$ cat src/design/swvm_pkg.sv
package swvm_pkg;

    localparam int DEPTH        = 32;
    localparam int CHANNELS     = 3;
    localparam int SAMPLE_WIDTH = 16;

    localparam int ADDR_W  = $clog2(DEPTH);
    localparam int LEN_W   = $clog2(DEPTH + 1);
    localparam int CFG_W   = 6;
    localparam int IDX_W   = 5;
    localparam int FILL_W  = 6;
    localparam int WORD_W  = CHANNELS * SAMPLE_WIDTH;
    localparam int SUM_W   = SAMPLE_WIDTH + ADDR_W + 1;
    localparam int LANES   = CHANNELS + 1;
    localparam int STEP_W  = $clog2(SUM_W);

    localparam logic [CFG_W-1:0]  CFG_RESET = CFG_W'(32);
    localparam logic [STEP_W-1:0] STEP_LAST = STEP_W'(SUM_W - 1);

    typedef enum logic [2:0] {
        S_IDLE,
        S_RD_OLD,
        S_UPDATE,
        S_LOAD,
        S_DIVIDE,
        S_RD_ENTRY,
        S_OUTPUT
    } t_state;

    typedef struct packed {
        logic signed [SAMPLE_WIDTH-1:0] sample_x;
        logic signed [SAMPLE_WIDTH-1:0] sample_y;
        logic signed [SAMPLE_WIDTH-1:0] sample_z;
        logic        [IDX_W-1:0]        read_index;
    } t_in_item;

    typedef struct packed {
        logic signed [SAMPLE_WIDTH-1:0] entry_x;
        logic signed [SAMPLE_WIDTH-1:0] entry_y;
        logic signed [SAMPLE_WIDTH-1:0] entry_z;
        logic                           index_in_fill;
        logic        [FILL_W-1:0]       fill_count;
        logic signed [SAMPLE_WIDTH-1:0] mean_x;
        logic signed [SAMPLE_WIDTH-1:0] mean_y;
        logic signed [SAMPLE_WIDTH-1:0] mean_z;
    } t_out_item;

    typedef struct packed {
        logic accept;
        logic rd_old;
        logic update;
        logic load_div;
        logic div_step;
        logic rd_entry;
        logic load_out;
    } t_ctrl_cmd;

    typedef struct packed {
        logic div_last;
    } t_dp_sts;

endpackage

$ cat src/design/swvm_in_if.sv
interface swvm_in_if;
    import swvm_pkg::*;

    logic     valid;
    logic     ready;
    t_in_item data;

    modport source(output valid, output data, input ready);
    modport sink(input valid, input data, output ready);
endinterface

$ cat src/design/swvm_out_if.sv
interface swvm_out_if;
    import swvm_pkg::*;

    logic      valid;
    logic      ready;
    t_out_item data;

    modport source(output valid, output data, input ready);
    modport sink(input valid, input data, output ready);
endinterface

$ cat src/design/swvm_ram.sv
module swvm_ram #(
    parameter int WIDTH = 48,
    parameter int DEPTH = 32
) (
    input  logic                     i_clk,
    input  logic                     i_we,
    input  logic [$clog2(DEPTH)-1:0] i_waddr,
    input  logic [WIDTH-1:0]         i_wdata,
    input  logic                     i_re,
    input  logic [$clog2(DEPTH)-1:0] i_raddr,
    output logic [WIDTH-1:0]         o_rdata
);
    logic [WIDTH-1:0] r_mem [DEPTH];
    logic [WIDTH-1:0] r_rdata;

    always_ff @(posedge i_clk) begin
        if (i_we) begin
            r_mem[i_waddr] <= i_wdata;
        end
        if (i_re) begin
            r_rdata <= r_mem[i_raddr];
        end
    end

    assign o_rdata = r_rdata;
endmodule

$ cat src/design/swvm_ctrl.sv
module swvm_ctrl (
    input  logic                i_clk,
    input  logic                i_rst_n,
    input  logic                i_in_valid,
    output logic                o_in_ready,
    input  logic                i_out_ready,
    output logic                o_out_valid,
    input  swvm_pkg::t_dp_sts   i_sts,
    output swvm_pkg::t_ctrl_cmd o_cmd
);
    import swvm_pkg::*;

    t_state r_state, n_state;
    logic   r_out_valid, n_out_valid;
    logic   out_free;

    assign out_free = !r_out_valid || i_out_ready;

    always_ff @(posedge i_clk) begin
        if (!i_rst_n) begin
            r_state     <= S_IDLE;
            r_out_valid <= 1'b0;
        end else begin
            r_state     <= n_state;
            r_out_valid <= n_out_valid;
        end
    end

    always_comb begin
        n_state = r_state;
        unique case (r_state)
            S_IDLE: begin
                if (i_in_valid) begin
                    n_state = S_RD_OLD;
                end
            end
            S_RD_OLD:   n_state = S_UPDATE;
            S_UPDATE:   n_state = S_LOAD;
            S_LOAD:     n_state = S_DIVIDE;
            S_DIVIDE: begin
                if (i_sts.div_last) begin
                    n_state = S_RD_ENTRY;
                end
            end
            S_RD_ENTRY: n_state = S_OUTPUT;
            S_OUTPUT: begin
                if (out_free) begin
                    n_state = S_IDLE;
                end
            end
            default:    n_state = S_IDLE;
        endcase
    end

    always_comb begin
        o_cmd      = '0;
        o_in_ready = 1'b0;
        unique case (r_state)
            S_IDLE: begin
                o_in_ready   = 1'b1;
                o_cmd.accept = i_in_valid;
            end
            S_RD_OLD:   o_cmd.rd_old   = 1'b1;
            S_UPDATE:   o_cmd.update   = 1'b1;
            S_LOAD:     o_cmd.load_div = 1'b1;
            S_DIVIDE:   o_cmd.div_step = 1'b1;
            S_RD_ENTRY: o_cmd.rd_entry = 1'b1;
            S_OUTPUT:   o_cmd.load_out = out_free;
            default:    o_cmd          = '0;
        endcase
    end

    always_comb begin
        n_out_valid = r_out_valid;
        if (o_cmd.load_out) begin
            n_out_valid = 1'b1;
        end else if (i_out_ready) begin
            n_out_valid = 1'b0;
        end
    end

    assign o_out_valid = r_out_valid;
endmodule

$ cat src/design/swvm_datapath.sv
module swvm_datapath (
    input  logic                   i_clk,
    input  logic                   i_rst_n,
    input  logic                   i_cfg_we,
    input  logic [5:0]             i_cfg_wdata,
    input  swvm_pkg::t_in_item     i_in_data,
    input  swvm_pkg::t_ctrl_cmd    i_cmd,
    output swvm_pkg::t_dp_sts      o_sts,
    output swvm_pkg::t_out_item    o_out_data
);
    import swvm_pkg::*;

    logic [CFG_W-1:0]               r_cfg;
    logic [ADDR_W-1:0]              r_oldest, n_oldest;
    logic [LEN_W-1:0]               r_held, n_held;
    logic [DEPTH-1:0]               r_slot_valid;
    logic                           r_rd_valid;
    logic [ADDR_W-1:0]              r_wpos, n_wpos;
    logic signed [SAMPLE_WIDTH-1:0] r_smp [CHANNELS];
    logic signed [SAMPLE_WIDTH-1:0] in_smp [CHANNELS];
    logic [IDX_W-1:0]               r_idx;
    logic signed [SUM_W-1:0]        r_sum [CHANNELS];
    logic [SUM_W-1:0]               r_quo [LANES];
    logic [LEN_W-1:0]               r_rem [LANES];
    logic [CHANNELS-1:0]            r_neg;
    logic [STEP_W-1:0]              r_step;
    t_out_item                      r_out;

    logic [LEN_W-1:0]  len;
    logic              full;
    logic [LEN_W:0]    wsum;
    logic [LEN_W-1:0]  old_inc;
    logic [LEN_W:0]    rsum;
    logic [ADDR_W-1:0] rpos;
    logic [LEN_W-1:0]  off;
    logic [ADDR_W-1:0] raddr;
    logic              re;
    logic [WORD_W-1:0] rdata;
    logic [WORD_W-1:0] wdata;
    logic signed [SAMPLE_WIDTH-1:0] rd_smp [CHANNELS];
    logic [LEN_W:0]    rem_sh [LANES];
    logic              ge [LANES];
    logic [SUM_W-1:0]  mean_w [CHANNELS];

    assign in_smp[0] = i_in_data.sample_x;
    assign in_smp[1] = i_in_data.sample_y;
    assign in_smp[2] = i_in_data.sample_z;

    always_comb begin
        if (r_cfg == '0) begin
            len = LEN_W'(1);
        end else if (int'(r_cfg) > DEPTH) begin
            len = LEN_W'(DEPTH);
        end else begin
            len = LEN_W'(r_cfg);
        end
    end

    assign full    = (r_held == len);
    assign wsum    = (LEN_W + 1)'(r_oldest) + (LEN_W + 1)'(r_held);
    assign old_inc = LEN_W'(r_oldest) + LEN_W'(1);

    always_comb begin
        n_wpos   = r_oldest;
        n_oldest = r_oldest;
        n_held   = r_held;
        if (full) begin
            n_oldest = (old_inc == len) ? '0 : ADDR_W'(old_inc);
        end else begin
            n_wpos = (wsum >= (LEN_W + 1)'(len)) ? ADDR_W'(wsum - (LEN_W + 1)'(len))
                                                  : ADDR_W'(wsum);
            n_held = r_held + LEN_W'(1);
        end
    end

    assign off  = r_rem[CHANNELS];
    assign rsum = (LEN_W + 1)'(off) + (LEN_W + 1)'(r_oldest);
    assign rpos = (rsum >= (LEN_W + 1)'(len)) ? ADDR_W'(rsum - (LEN_W + 1)'(len))
                                              : ADDR_W'(rsum);

    assign re    = i_cmd.rd_old | i_cmd.rd_entry;
    assign raddr = i_cmd.rd_old ? r_wpos : rpos;

    always_comb begin
        for (int c = 0; c < CHANNELS; c++) begin
            wdata[c*SAMPLE_WIDTH +: SAMPLE_WIDTH] = r_smp[c];
            rd_smp[c] = r_rd_valid ? $signed(rdata[c*SAMPLE_WIDTH +: SAMPLE_WIDTH]) : '0;
            mean_w[c] = r_neg[c] ? (SUM_W'(0) - r_quo[c]) : r_quo[c];
        end
        for (int l = 0; l < LANES; l++) begin
            rem_sh[l] = {r_rem[l], r_quo[l][SUM_W-1]};
            ge[l]     = (rem_sh[l] >= (LEN_W + 1)'(len));
        end
    end

    swvm_ram #(
        .WIDTH (WORD_W),
        .DEPTH (DEPTH)
    ) u_store (
        .i_clk   (i_clk),
        .i_we    (i_cmd.update),
        .i_waddr (r_wpos),
        .i_wdata (wdata),
        .i_re    (re),
        .i_raddr (raddr),
        .o_rdata (rdata)
    );

    always_ff @(posedge i_clk) begin
        if (!i_rst_n) begin
            r_cfg        <= CFG_RESET;
            r_oldest     <= '0;
            r_held       <= '0;
            r_slot_valid <= '0;
            for (int c = 0; c < CHANNELS; c++) begin
                r_sum[c] <= '0;
            end
        end else if (i_cfg_we) begin
            r_cfg        <= i_cfg_wdata;
            r_oldest     <= '0;
            r_held       <= '0;
            r_slot_valid <= '0;
            for (int c = 0; c < CHANNELS; c++) begin
                r_sum[c] <= '0;
            end
        end else begin
            if (i_cmd.accept) begin
                r_oldest <= n_oldest;
                r_held   <= n_held;
            end
            if (i_cmd.update) begin
                r_slot_valid[r_wpos] <= 1'b1;
                for (int c = 0; c < CHANNELS; c++) begin
                    r_sum[c] <= r_sum[c] + SUM_W'(r_smp[c]) - SUM_W'(rd_smp[c]);
                end
            end
        end
    end

    always_ff @(posedge i_clk) begin
        if (i_cmd.accept) begin
            r_wpos <= n_wpos;
            r_idx  <= i_in_data.read_index;
            for (int c = 0; c < CHANNELS; c++) begin
                r_smp[c] <= in_smp[c];
            end
        end
        if (re) begin
            r_rd_valid <= r_slot_valid[raddr];
        end
        if (i_cmd.load_div) begin
            r_step <= '0;
            for (int c = 0; c < CHANNELS; c++) begin
                r_neg[c] <= r_sum[c][SUM_W-1];
                r_quo[c] <= r_sum[c][SUM_W-1] ? (SUM_W'(0) - r_sum[c]) : r_sum[c];
                r_rem[c] <= '0;
            end
            r_quo[CHANNELS] <= SUM_W'(r_idx);
            r_rem[CHANNELS] <= '0;
        end else if (i_cmd.div_step) begin
            r_step <= r_step + STEP_W'(1);
            for (int l = 0; l < LANES; l++) begin
                r_quo[l] <= {r_quo[l][SUM_W-2:0], ge[l]};
                r_rem[l] <= ge[l] ? LEN_W'(rem_sh[l] - (LEN_W + 1)'(len))
                                  : LEN_W'(rem_sh[l]);
            end
        end
        if (i_cmd.load_out) begin
            r_out.entry_x       <= rd_smp[0];
            r_out.entry_y       <= rd_smp[1];
            r_out.entry_z       <= rd_smp[2];
            r_out.index_in_fill <= (off < r_held);
            r_out.fill_count    <= FILL_W'(r_held);
            r_out.mean_x        <= SAMPLE_WIDTH'(mean_w[0]);
            r_out.mean_y        <= SAMPLE_WIDTH'(mean_w[1]);
            r_out.mean_z        <= SAMPLE_WIDTH'(mean_w[2]);
        end
    end

    assign o_sts.div_last = (r_step == STEP_LAST);
    assign o_out_data     = r_out;
endmodule

$ cat src/design/sliding_window_vector_mean_core.sv
// Sliding-window mean of three-channel signed Q8.8 samples. Each item pushes one
// sample into a ring window of window_length slots (0 acts as 1, above 32 as 32)
// and returns the entry at read_index mod window_length past the oldest, the fill
// count and the per-channel mean, truncated toward zero. An accepted item passes
// the old-entry read, update, divider load, restoring divide (one quotient bit
// per cycle) running the three channel means and the offset reduction side by
// side, entry read and output load. Input ready is high only between items. A
// finished result waits in the output register while the next item is taken.
// Writing window_length empties the window; write it only while the block is idle.
module sliding_window_vector_mean_core (
    input  logic       i_clk,
    input  logic       i_rst_n,
    input  logic       i_cfg_we,
    input  logic [5:0] i_cfg_wdata,
    swvm_in_if.sink    i_in,
    swvm_out_if.source o_out
);
    import swvm_pkg::*;

    t_ctrl_cmd cmd;
    t_dp_sts   sts;

    swvm_ctrl u_ctrl (
        .i_clk       (i_clk),
        .i_rst_n     (i_rst_n),
        .i_in_valid  (i_in.valid),
        .o_in_ready  (i_in.ready),
        .i_out_ready (o_out.ready),
        .o_out_valid (o_out.valid),
        .i_sts       (sts),
        .o_cmd       (cmd)
    );

    swvm_datapath u_dp (
        .i_clk       (i_clk),
        .i_rst_n     (i_rst_n),
        .i_cfg_we    (i_cfg_we),
        .i_cfg_wdata (i_cfg_wdata),
        .i_in_data   (i_in.data),
        .i_cmd       (cmd),
        .o_sts       (sts),
        .o_out_data  (o_out.data)
    );
endmodule

$ cat src/flat_wrapper.sv
// flat-port wrapper written by rule: the top's interface ports become plain ports
module sliding_window_vector_mean_core_flat import swvm_pkg::*;
  (i_clk, i_rst_n, i_cfg_we, i_cfg_wdata, i_in_valid, i_in_data, i_in_ready, o_out_valid, o_out_data, o_out_ready);
  swvm_in_if i_in_i ();
  swvm_out_if o_out_i ();
  input  logic i_clk;
  input  logic i_rst_n;
  input  logic i_cfg_we;
  input  logic [5:0] i_cfg_wdata;
  input wire logic [$bits(i_in_i.valid)-1:0] i_in_valid;
  input wire logic [$bits(i_in_i.data)-1:0] i_in_data;
  output wire logic [$bits(i_in_i.ready)-1:0] i_in_ready;
  output wire logic [$bits(o_out_i.valid)-1:0] o_out_valid;
  output wire logic [$bits(o_out_i.data)-1:0] o_out_data;
  input wire logic [$bits(o_out_i.ready)-1:0] o_out_ready;
  assign i_in_i.valid = i_in_valid;
  assign i_in_i.data = i_in_data;
  assign i_in_ready = i_in_i.ready;
  assign o_out_valid = o_out_i.valid;
  assign o_out_data = o_out_i.data;
  assign o_out_i.ready = o_out_ready;
  sliding_window_vector_mean_core u_core (.i_clk(i_clk), .i_rst_n(i_rst_n), .i_cfg_we(i_cfg_we), .i_cfg_wdata(i_cfg_wdata), .i_in(i_in_i), .o_out(o_out_i));
endmodule
$ cat config.mk
export PLATFORM = sky130hd
export DESIGN_NAME = sliding_window_vector_mean_core_flat
export DESIGN_NICKNAME = d
export VERILOG_FILES = /design/src/design/swvm_pkg.sv /design/src/design/swvm_in_if.sv /design/src/design/swvm_out_if.sv /design/src/design/swvm_ram.sv /design/src/design/swvm_ctrl.sv /design/src/design/swvm_datapath.sv /design/src/design/sliding_window_vector_mean_core.sv /design/src/flat_wrapper.sv
export SDC_FILE = /design/constraint.sdc
export NUM_CORES = 2
export LEC_CHECK = 0
export BUFFER_PORTS_ARGS = -buffer_cell sky130_fd_sc_hd__buf_2
export CAP_MARGIN = 20
export CORE_ASPECT_RATIO = 2
export CORE_MARGIN = 2
export CORE_UTILIZATION = 40
export CTS_CLUSTER_DIAMETER = 100
export DETAILED_ROUTE_END_ITERATION = 10
export HOLD_SLACK_MARGIN = 0.12
export PLACE_DENSITY = 0.55
export REMOVE_ABC_BUFFERS = 1
export SLEW_MARGIN = 40
export SYNTH_ARGS = -nofsm -noshare
export SYNTH_HDL_FRONTEND = slang
export SYNTH_SLANG_ARGS = --single-unit
$ cat constraint.sdc
create_clock -name i_clk -period 13.2 [get_ports i_clk]
set_input_delay 0.66 -clock i_clk [delete_from_list [all_inputs] [get_ports i_clk]]
set_output_delay 0.66 -clock i_clk [all_outputs]
set_load 0.02 [all_outputs]
==> metrics.md <==
| Metric | Value |
|---|---|
| Cts repair resizes | `0` |
| Port buffer count | `168` |
| Commonest non-fill, non-tap cells in the layout | `edfxtp_1 (1927), mux2i_1 (893), inv_1 (387)` |
| Die Y-Extent | `662.7 um` |
| Final setup violation count | `0` |
| CTS Buf Count | `187` |
| CTS Buffer Depth | `4` |
| Count of TritonRoute iterations in the first routing pass | `5` |
| Number of synthesized flops with an enable pin | `1927` |
| Adder-cell area share of the yosys netlist | `3.469%` |
| Placed cell count | `8741` |
| Root Driver | `clkbuf_16` |
| Initial antenna violation count | `10` |
| P&R area growth vs syn | `13.30%` |
| Unrepaired setup endpoints after global routing | `no` |
| Fraction of the mapped netlist area in compound gates | `7.148%` |
| Setup crit end kind | `flip-flop` |
| Run status | `finished clean` |
| Fin nets | `6462` |
| Most common cell after layout, fill and taps aside | `edfxtp_1` |
| CTS tree | `built` |
| Post-synthesis simple-gate area fraction | `5.628%` |
| XOR/XNOR share of the synthesized area | `1.847%` |
| Total grt overflow | `0` |
| Netlist Area Pre-Place | `0.08677 mm^2` |
| IO Count | `169` |
| Worst Setup Start Kind | `flip-flop` |
| Fmax | `146.7 MHz` |
| Main synth FF type | `edfxtp_1` |
| Final antenna-violating net count | `0` |
| Mux cell area share after synthesis | `10.43%` |
| Top delay family on crit path | `compound AO/OA/AOI/OAI gates` |
| CTS Sinks | `1985` |
| R2r worst-path depth | `19` |
| Worst Path Max Fanout | `59` |
| Placer congestion estimate | `0.8225` |
| R2r setup slk | `6.39 ns` |
| PwrDens | `154.2 mW/mm^2` |
| Clock Pin Slew Worst Setup and Hold Paths | `0.06 ns` |
| Post-DR vias/cell | `5.542` |
| FF-to-FF End | `u_core.u_dp.u_store.o_rdata[23]` |
| HP Class | `primary input to flip-flop` |
| Core area | `0.2156 mm^2` |
| WHS Endpoint | `u_core.u_ctrl.o_out_valid` |
| Synth Warn # | `0` |
| Initial core utilization | `40.25%` |
| Crit Path Class | `flip-flop to flip-flop` |
| Die area | `0.2209 mm^2` |
| Largest family of logic cells by synthesized area | `multiplexers` |
| Reg2reg start | `u_core.u_dp.r_oldest[0]` |
| Leak | `35.27 nW` |
| Remaining DRCs | `0` |
| Hpwl dp | `148.2 mm` |
| Cell Rows | `241` |
| WP data required | `13.84 ns` |
| Layout cells sized above 1 | `11.66%` |
| Slew headroom | `41.22%` |
| Vias | `50675` |
| H-tree levels | `4` |
| Post-route insts no fill | `9144` |
| DRT Wirelength | `250.6 mm` |
| Sequential share of the synthesized area | `68.02%` |
| Critical Path AT | `7.45 ns` |
| Fin crit share | `51.63%` |
| Worst Path Buf+Inv | `4` |
| Final core utilization | `45.60%` |
| Critical path's slowest cell | `and3_4` |
| Max Cap Violations | `0` |
| Peak VDD IR | `0.1162 mV` |
| Final Hold Violating Endpoints | `0` |
| DRC violation total after the first TritonRoute iteration | `4152` |
| Max Slew Vio Count | `0` |
| Post-Syn Area per Cell | `14.70 um^2` |
| Distinct cells, synth | `83` |
| Final Skew | `0.05647 ns` |
| Worst-margin pin slew | `0.8817 ns` |
| Synthesized instance count | `5901` |
| Vias in the first global route | `50796` |
| HP Start | `o_out_ready` |
| First-pass GRT wire length | `358.4 mm` |
| Crit-path max cell delay | `0.68 ns` |
| Crit-path cells | `ha_1 -> inv_1 -> fa_1 -> nor2b_4 -> o21ai_0 -> a21boi_1 -> ha_1 -> a21oi_1 -> nor2b_1 -> a41o_2 -> o211ai_1 -> and3_4 -> buf_4 -> buf_6 -> buf_6 -> a211oi_1 -> o21ai_0 -> o221ai_1 -> a2111oi_2` |
| Worst Hold Path Cells | `3` |
| Clock latency on the worst-skew pair | `0.86 ns` |
| All-Layer GR Usage | `22.29%` |
| WL/cell | `27.40 um` |
| #FFs+latches synth | `1985` |
| Minimum clock period | `6.815 ns` |
| Asr flop ratio synth | `0%` |
| Largest net degree at the start of global routing | `104` |
| Die width | `333.3 um` |
==> synth_stat cells (10+ instances only) <==
master	instances	area, um^2
nand2_1	383	1438
nor2_1	248	930.9
o31ai_1	32	240.2
o21a_1	22	165.2
mux2i_1	893	8939
mux2_2	10	112.6
inv_1	388	1456
nor3_1	42	210.2
or3_1	22	137.6
nand3b_1	10	75.07
nand2b_1	22	137.6
a211oi_1	107	803.3
buf_4	41	307.8
a31oi_1	105	656.9
a2111oi_2	48	720.7
nor2b_1	46	287.8
fa_1	71	1421
clkbuf_1	148	555.5
xnor2_1	143	1252
buf_2	73	365.4
dfxtp_1	58	1161
ha_1	127	1589
nand4_1	16	100.1
o41ai_1	11	96.34
o22ai_1	98	613.1
a21oi_1	144	720.7
and3_1	36	225.2
o21ai_0	184	920.9
a21o_1	33	247.7
xor2_1	40	350.3
nand3_1	128	640.6
o221ai_1	48	420.4
buf_6	24	270.3
and2_1	52	325.3
edfxtp_1	1927	57870
==> registers in the layout (all words and copies together), names as in the netlist <==
| register | cells |
|---|---|
| u_core.u_dp.u_store.r_mem | 1536 |
| u_core.u_dp.o_out_data | 103 |
| u_core.u_dp.r_quo | 88 |
| u_core.u_dp.r_sum | 66 |
| u_core.u_dp.r_smp | 48 |
| u_core.u_dp.u_store.o_rdata | 48 |
| u_core.u_dp.r_slot_valid | 32 |
| u_core.u_dp.r_rem | 24 |
| u_core.u_dp.r_cfg | 6 |
| u_core.u_dp.r_held | 6 |
| u_core.u_dp.r_idx | 5 |
| u_core.u_dp.r_oldest | 5 |
| u_core.u_dp.r_step | 5 |
| u_core.u_dp.r_wpos | 5 |
| u_core.u_ctrl.r_state | 3 |
| u_core.u_dp.r_neg | 3 |
| u_core.u_ctrl.o_out_valid | 1 |
| u_core.u_dp.r_rd_valid | 1 |
==> worst reg2reg max path, stage by stage (launching register included) <==
cell	delay (ns)
dfxtp_1	0.51
ha_1	0.22
inv_1	0.05
fa_1	0.43
nor2b_4	0.14
o21ai_0	0.08
a21boi_1	0.21
ha_1	0.34
a21oi_1	0.19
nor2b_1	0.10
a41o_2	0.28
o211ai_1	0.32
and3_4	0.68
buf_4	0.69
buf_6	0.71
buf_6	0.66
a211oi_1	0.11
o21ai_0	0.20
o221ai_1	0.22
a2111oi_2	0.46
==> kinds of logic (layout without fill, tap and decap cells) <==
| family | Yosys count | in the layout |
|---|---|---|
| compound gates | 898 | 898 |
| buf+inv | 685 | 1131 |
| fa+ha+maj | 198 | 198 |
| xor+xnor | 183 | 183 |
| flops | 1985 | 1985 |
| other cells | 0 | 3 |
| mux | 903 | 903 |
| simple gates | 1049 | 1049 |
==> cell type report <==
cell class | count | area (um^2)
fillers | 18845 | 117300
multi-input cells | 3231 | 25190
clock buffers | 224 | 4881
inverters | 390 | 1465
well taps | 2794 | 3496
clock inverters | 112 | 1025
diodes | 3 | 7.507
flip-flops and latches | 1985 | 59030
repair buffers | 405 | 3227
==> how the worst max path moves through the flow <==
stage                            start                         endpoint  slack [ns]  depth (start not counted)
3_5_place_dp   u_core.u_dp.r_oldest[0]   u_core.u_dp.u_store.o_rdata[0]        6.35                         20
5_1_grt        u_core.u_dp.r_oldest[0]  u_core.u_dp.u_store.o_rdata[23]        6.03                         19
4_1_cts        u_core.u_dp.r_oldest[0]   u_core.u_dp.u_store.o_rdata[0]        6.32                         20
3_3_place_gp   u_core.u_dp.r_oldest[0]  u_core.u_dp.u_store.o_rdata[23]        5.96                         19
2_1_floorplan  u_core.u_dp.r_oldest[0]  u_core.u_dp.u_store.o_rdata[46]       -4.91                         15
6_report       u_core.u_dp.r_oldest[0]  u_core.u_dp.u_store.o_rdata[23]        6.39                         19
==> repair_timing <==
action | in CTS | in global routing
buffers inserted | 0 | 0
endpoints found under the hold margin | 61 | 0
hold buffers | 62 | 0
==> layer usage <==
metal | global-route usage, % | up-vias | routed length, um
met5 | 0 | - | 23
li1 | - | 22743 | -
met4 | 8.211 | 4 | 9303
met3 | 2.344 | 445 | 11790
met2 | 40.36 | 1512 | 130700
met1 | 27.26 | 25971 | 98810
==> report_power, final <==
group | total (mW) | switching [mW] | internal, mW
clock network | 5.38 | 2.39 | 2.99
logic | 2.63 | 1.65 | 0.982
registers | 7.14 | 0.0642 | 7.08
==> stage by stage <==
| step | total power, mW | hold WS [ns] | area (um^2) | TNS (ns) | setup WS (ns) |
|---|---|---|---|---|---|
| finish | 15.16 | 0.2153 | 98320 | 0 | 6.385 |
| global placement | 9.841 | 0.4484 | 91060 | 0 | 5.959 |
| CTS | 15.28 | 0.1710 | 98260 | 0 | 6.317 |
| floorplan | 9.697 | 0.4396 | 85240 | -214.14 | -4.914 |
| global route | 15.72 | 0.2611 | 98310 | 0 | 6.031 |
| detailed placement | 9.904 | 0.4587 | 91730 | 0 | 6.346 |
(Power assumes the default switching activity.)
